$ cat config.mk
export PLATFORM = sky130hd
export DESIGN_NAME = dcis_ram
export DESIGN_NICKNAME = d
export VERILOG_FILES = /design/src/rtl/dependency_count_issue_scheduler_macros.svh /design/src/rtl/dcis_ram.sv
export SDC_FILE = /design/constraint.sdc
export NUM_CORES = 1
export LEC_CHECK = 0
export ABC_CLOCK_PERIOD_IN_PS = 2300
export BUFFER_PORTS_ARGS = -buffer_cell sky130_fd_sc_hd__buf_2
export CAP_MARGIN = 20
export CORE_MARGIN = 3
export CORE_UTILIZATION = 40
export DETAILED_ROUTE_END_ITERATION = 7
export GPL_TIMING_DRIVEN = 0
export PLACE_DENSITY = 0.57
export SLEW_MARGIN = 25
export SYNTH_ARGS = -nofsm -noshare
export SYNTH_HDL_FRONTEND = slang
export SYNTH_SLANG_ARGS = --single-unit
$ cat constraint.sdc
create_clock -name clk -period 2.3 [get_ports clk]
set_input_delay 0.46 -clock clk [delete_from_list [all_inputs] [get_ports clk]]
set_output_delay 0.46 -clock clk [all_outputs]
set_load 0.1 [all_outputs]
$ cat src/rtl/dependency_count_issue_scheduler_macros.svh
// assertion macros for the dependency count issue scheduler
`ifndef DEPENDENCY_COUNT_ISSUE_SCHEDULER_MACROS_SVH
`define DEPENDENCY_COUNT_ISSUE_SCHEDULER_MACROS_SVH

`ifndef SYNTHESIS

// same-cycle implication, sampled on clk, off while in reset
`define DCIS_ASSERT_IMPL(name, ante, cons) \
  name: assert property (@(posedge clk) disable iff (!rst_n) (ante) |-> (cons)) \
    else $error("dcis assertion failed");

// next-cycle implication
`define DCIS_ASSERT_NEXT(name, ante, cons) \
  name: assert property (@(posedge clk) disable iff (!rst_n) (ante) |=> (cons)) \
    else $error("dcis assertion failed");

`else

`define DCIS_ASSERT_IMPL(name, ante, cons)
`define DCIS_ASSERT_NEXT(name, ante, cons)

`endif

`endif

$ cat src/rtl/dcis_ram.sv
// generic single write port ram with one registered read port
module dcis_ram #(
  parameter int WIDTH = 8,
  parameter int DEPTH = 16
) (
  input  logic                     clk,
  input  logic                     we,
  input  logic [$clog2(DEPTH)-1:0] waddr,
  input  logic [WIDTH-1:0]         wdata,
  input  logic [$clog2(DEPTH)-1:0] raddr,
  output logic [WIDTH-1:0]         rdata
);

  logic [WIDTH-1:0] mem [DEPTH];
  logic [WIDTH-1:0] rdata_r;

  always_ff @(posedge clk) begin
    if (we) begin
      mem[waddr] <= wdata;
    end
    rdata_r <= mem[raddr];
  end

  assign rdata = rdata_r;

endmodule
==> reports/metrics.cfg <==
[outcome]
status = finished clean

[floorplanning]
io_pins = 26
die_x_microns = 119.4
die_h_microns = 119.4
dieArea_sq_um = 14270
num_rows = 40
start_util_pct = 41.81
coreArea_sq_um = 12310

[setup_path]
crit_slowest_cell = nor2_1
crit_chain = buf_2 -> or3b_2 -> nor2_1
crit_path_end_kind = register
cp-start-kind = input port
crit_required_ns = 2.33
worstSetupPathType = in -> reg
crit_fanout = 8
slowest_delay_ns = 0.68
cp.arrival_ns = 1.79

[final_layout]
diodes = 0
utilization_pct = 49.31
fillers = 1023
layout-drive-gt1-share_pct = 29.93
nets = 290
area_growth_syn_to_layout_pct = 17.94

[power_and_ir_drop]
p_total_mw = 5.764
p_switching_mw = 1.219
p_clk_share_pct = 45.1
p_per_area_nw_per_um2 = 949.5
p_int_mw = 4.545
comb_power_share_pct = 6.6
pwr-share-seq_pct = 48.3
swShare_pct = 21.15
max-vdd-ir-drop_mv = 0.3770
power.leakage_nw = 2.023

[drt]
vias_per_cell = 5.146
wl_per_cell_microns = 21.47
ant_nets = 0
vias = 2326
drtIter0Drc = 150
drt_first_pass_iters = 4
routed_wl_mm = 9.706
drc_errors = 0

[placement]
gp_congestion = 0.7237
dpl.hpwl_mm = 6.094
portBuffers = 24

[sta]
final_max_slew_viol_count = 0
rsz0062_at_grt = false
hold_viol_final = 0
slew_headroom_pct = 42.74
setup_violations = 0
holdWs_ns = 0.4497
finalCriticalPeriod_ns = 1.767
max_freq_mhz = 565.8
tightest_slew_ns = 0.8557
post-route-period-util_pct = 76.84
tns_ns = 0
skew_ns = 0.01413

[logic_synthesis]
ys_ff_latch = 136
synthMuxAreaShare_pct = 15.02
synth_top_area_share_pct = 74.67
synth_top_family_by_area = multiplexers
synthCells = 229
avgSynthCellArea_sq_um = 22.48
synth_common_cells = 128 x edfxtp_1, 18 x mux4_2, 16 x a22oi_1, 14 x mux4_1, 13 x nor2_1
synth.most_common_cell = edfxtp_1
synth_cell_types = 19
synth-compound-area-share_pct = 2.333
synth_area_leaders = edfxtp_1 75%, mux4_2 7.9%, mux4_1 7.1%
syn-num-nets = 247
yosys.area_share.simple_pct = 3.184
synth-edff-count = 128
synthXorXnorAreaFrac_pct = 0
ys.flop_type = edfxtp_1
async_flop_share_pct = 0
syn_area_sq_um = 5147
synth-adder-area-share_pct = 0
yosys_warnings = 0
synth_top_area_cell = edfxtp_1
seq_area_frac_synth_pct = 77.78

[clock_network]
cts_setup_buffers = 0
ctsHoldBuffers = 0
htree_levels = 4
clock_sinks = 136
cts_tree = done
insertion_delay_ns = 0.41
cts_resized = 0
cts_made_buffers = 17
root_buffer = clkbuf_16
cts_buffer_depth = 2
cts.clk_slew.worst_paths_ns = 0.05

[min_path]
hold_path_class = in -> reg

[global_routing]
grt_pass1_wl_mm = 14.12
grt_pass1_vias = 2270
grt.total_usage_pct = 14.31
grt_overflow = 0
grt_max_degree = 17
antenna_found_initial = 0

[job]
maxCapViolCount = 0

[worst max-delay path, delay by kind of cell]
kind	cells	cell delay, ns
buffers and inverters	1	0.11
and+or+nand+nor	2	1.22
[worst paths after layout]
kind	start	to	slack, ns	depth (start not counted)
max reg2reg	mem[15][7]$_DFFE_PP_	rdata[7]$_DFF_P_	0.88	3
min reg2reg	mem[11][2]$_DFFE_PP_	rdata[2]$_DFF_P_	0.69	3
max	waddr[2]	mem[3][3]$_DFFE_PP_	0.53	3
min	wdata[6]	mem[15][6]$_DFFE_PP_	0.45	1
[layer usage]
layer  wire, microns  up-vias  GRT usage, %
met1            4217     1181         20.27
met5               0        -             0
met4             168        0         6.586
met3             633       12         4.416
met2            4687       71         20.37
li1                -     1062             -
[stage by stage]
step | instances | area, sq um | worst slack [ns]
3_3_place_gp | 421 | 5478 | -0.2781
3_5_place_dp | 421 | 5498 | 0.07668
4_1_cts | 452 | 6071 | 0.5042
6_report | 452 | 6071 | 0.5327
5_1_grt | 452 | 6071 | 0.5034
2_1_floorplan | 229 | 5147 | 0.3471
[layout by cell type (no fill, tap or decap)]
master and n:
clkinv_2 4, clkinvlp_4 2, nor3_2 4, and2b_1 1, clkbuf_1 2, buf_2 27, mux4_1 14, clkinv_1 1
clkbuf_8 3, clkbuf_16 17, or3b_2 1, nor2b_1 1, mux4_2 18, clkdlybuf4s25_2 3, dfxtp_1 8, and2_1 1
nand3_1 1, nand3b_1 2, buf_6 3, nand2b_1 2, edfxtp_1 128, bufinv_16 2, nor2_1 13, buf_4 1
nand2_1 9, a22oi_1 16
[cell type report]
type	count	area (sq um)	area share, %
sequential	136	4004	65.95
multi-input combinational	83	1077	17.75
clock buffer	22	474.2	7.811
tap	168	210.2	3.462
timing repair buffer	24	120.1	1.979
clock inverter	9	98.84	1.628
buffer	10	86.33	1.422
[power by group through the flow]
stage | clock network, mW | logic, mW | registers (mW)
2_1_floorplan | 0 | 0.141 | 2.95
3_3_place_gp | 0 | 0.382 | 2.83
3_5_place_dp | 0 | 0.387 | 2.83
4_1_cts | 2.63 | 0.388 | 2.78
5_1_grt | 2.74 | 0.406 | 2.79
6_report | 2.60 | 0.383 | 2.78
[registers in the layout (all words and copies together), names as in the netlist]
register,count
rdata,8
mem,128
[kinds of logic (layout without fill, tap and decap cells)]
logic type	count (synthesis)	in the layout
compound gates	16	16
buf+inv	10	65
simple gates	35	35
mux	32	32
flops	136	136
No activity file was read; power rests on OpenSTA's default activity.
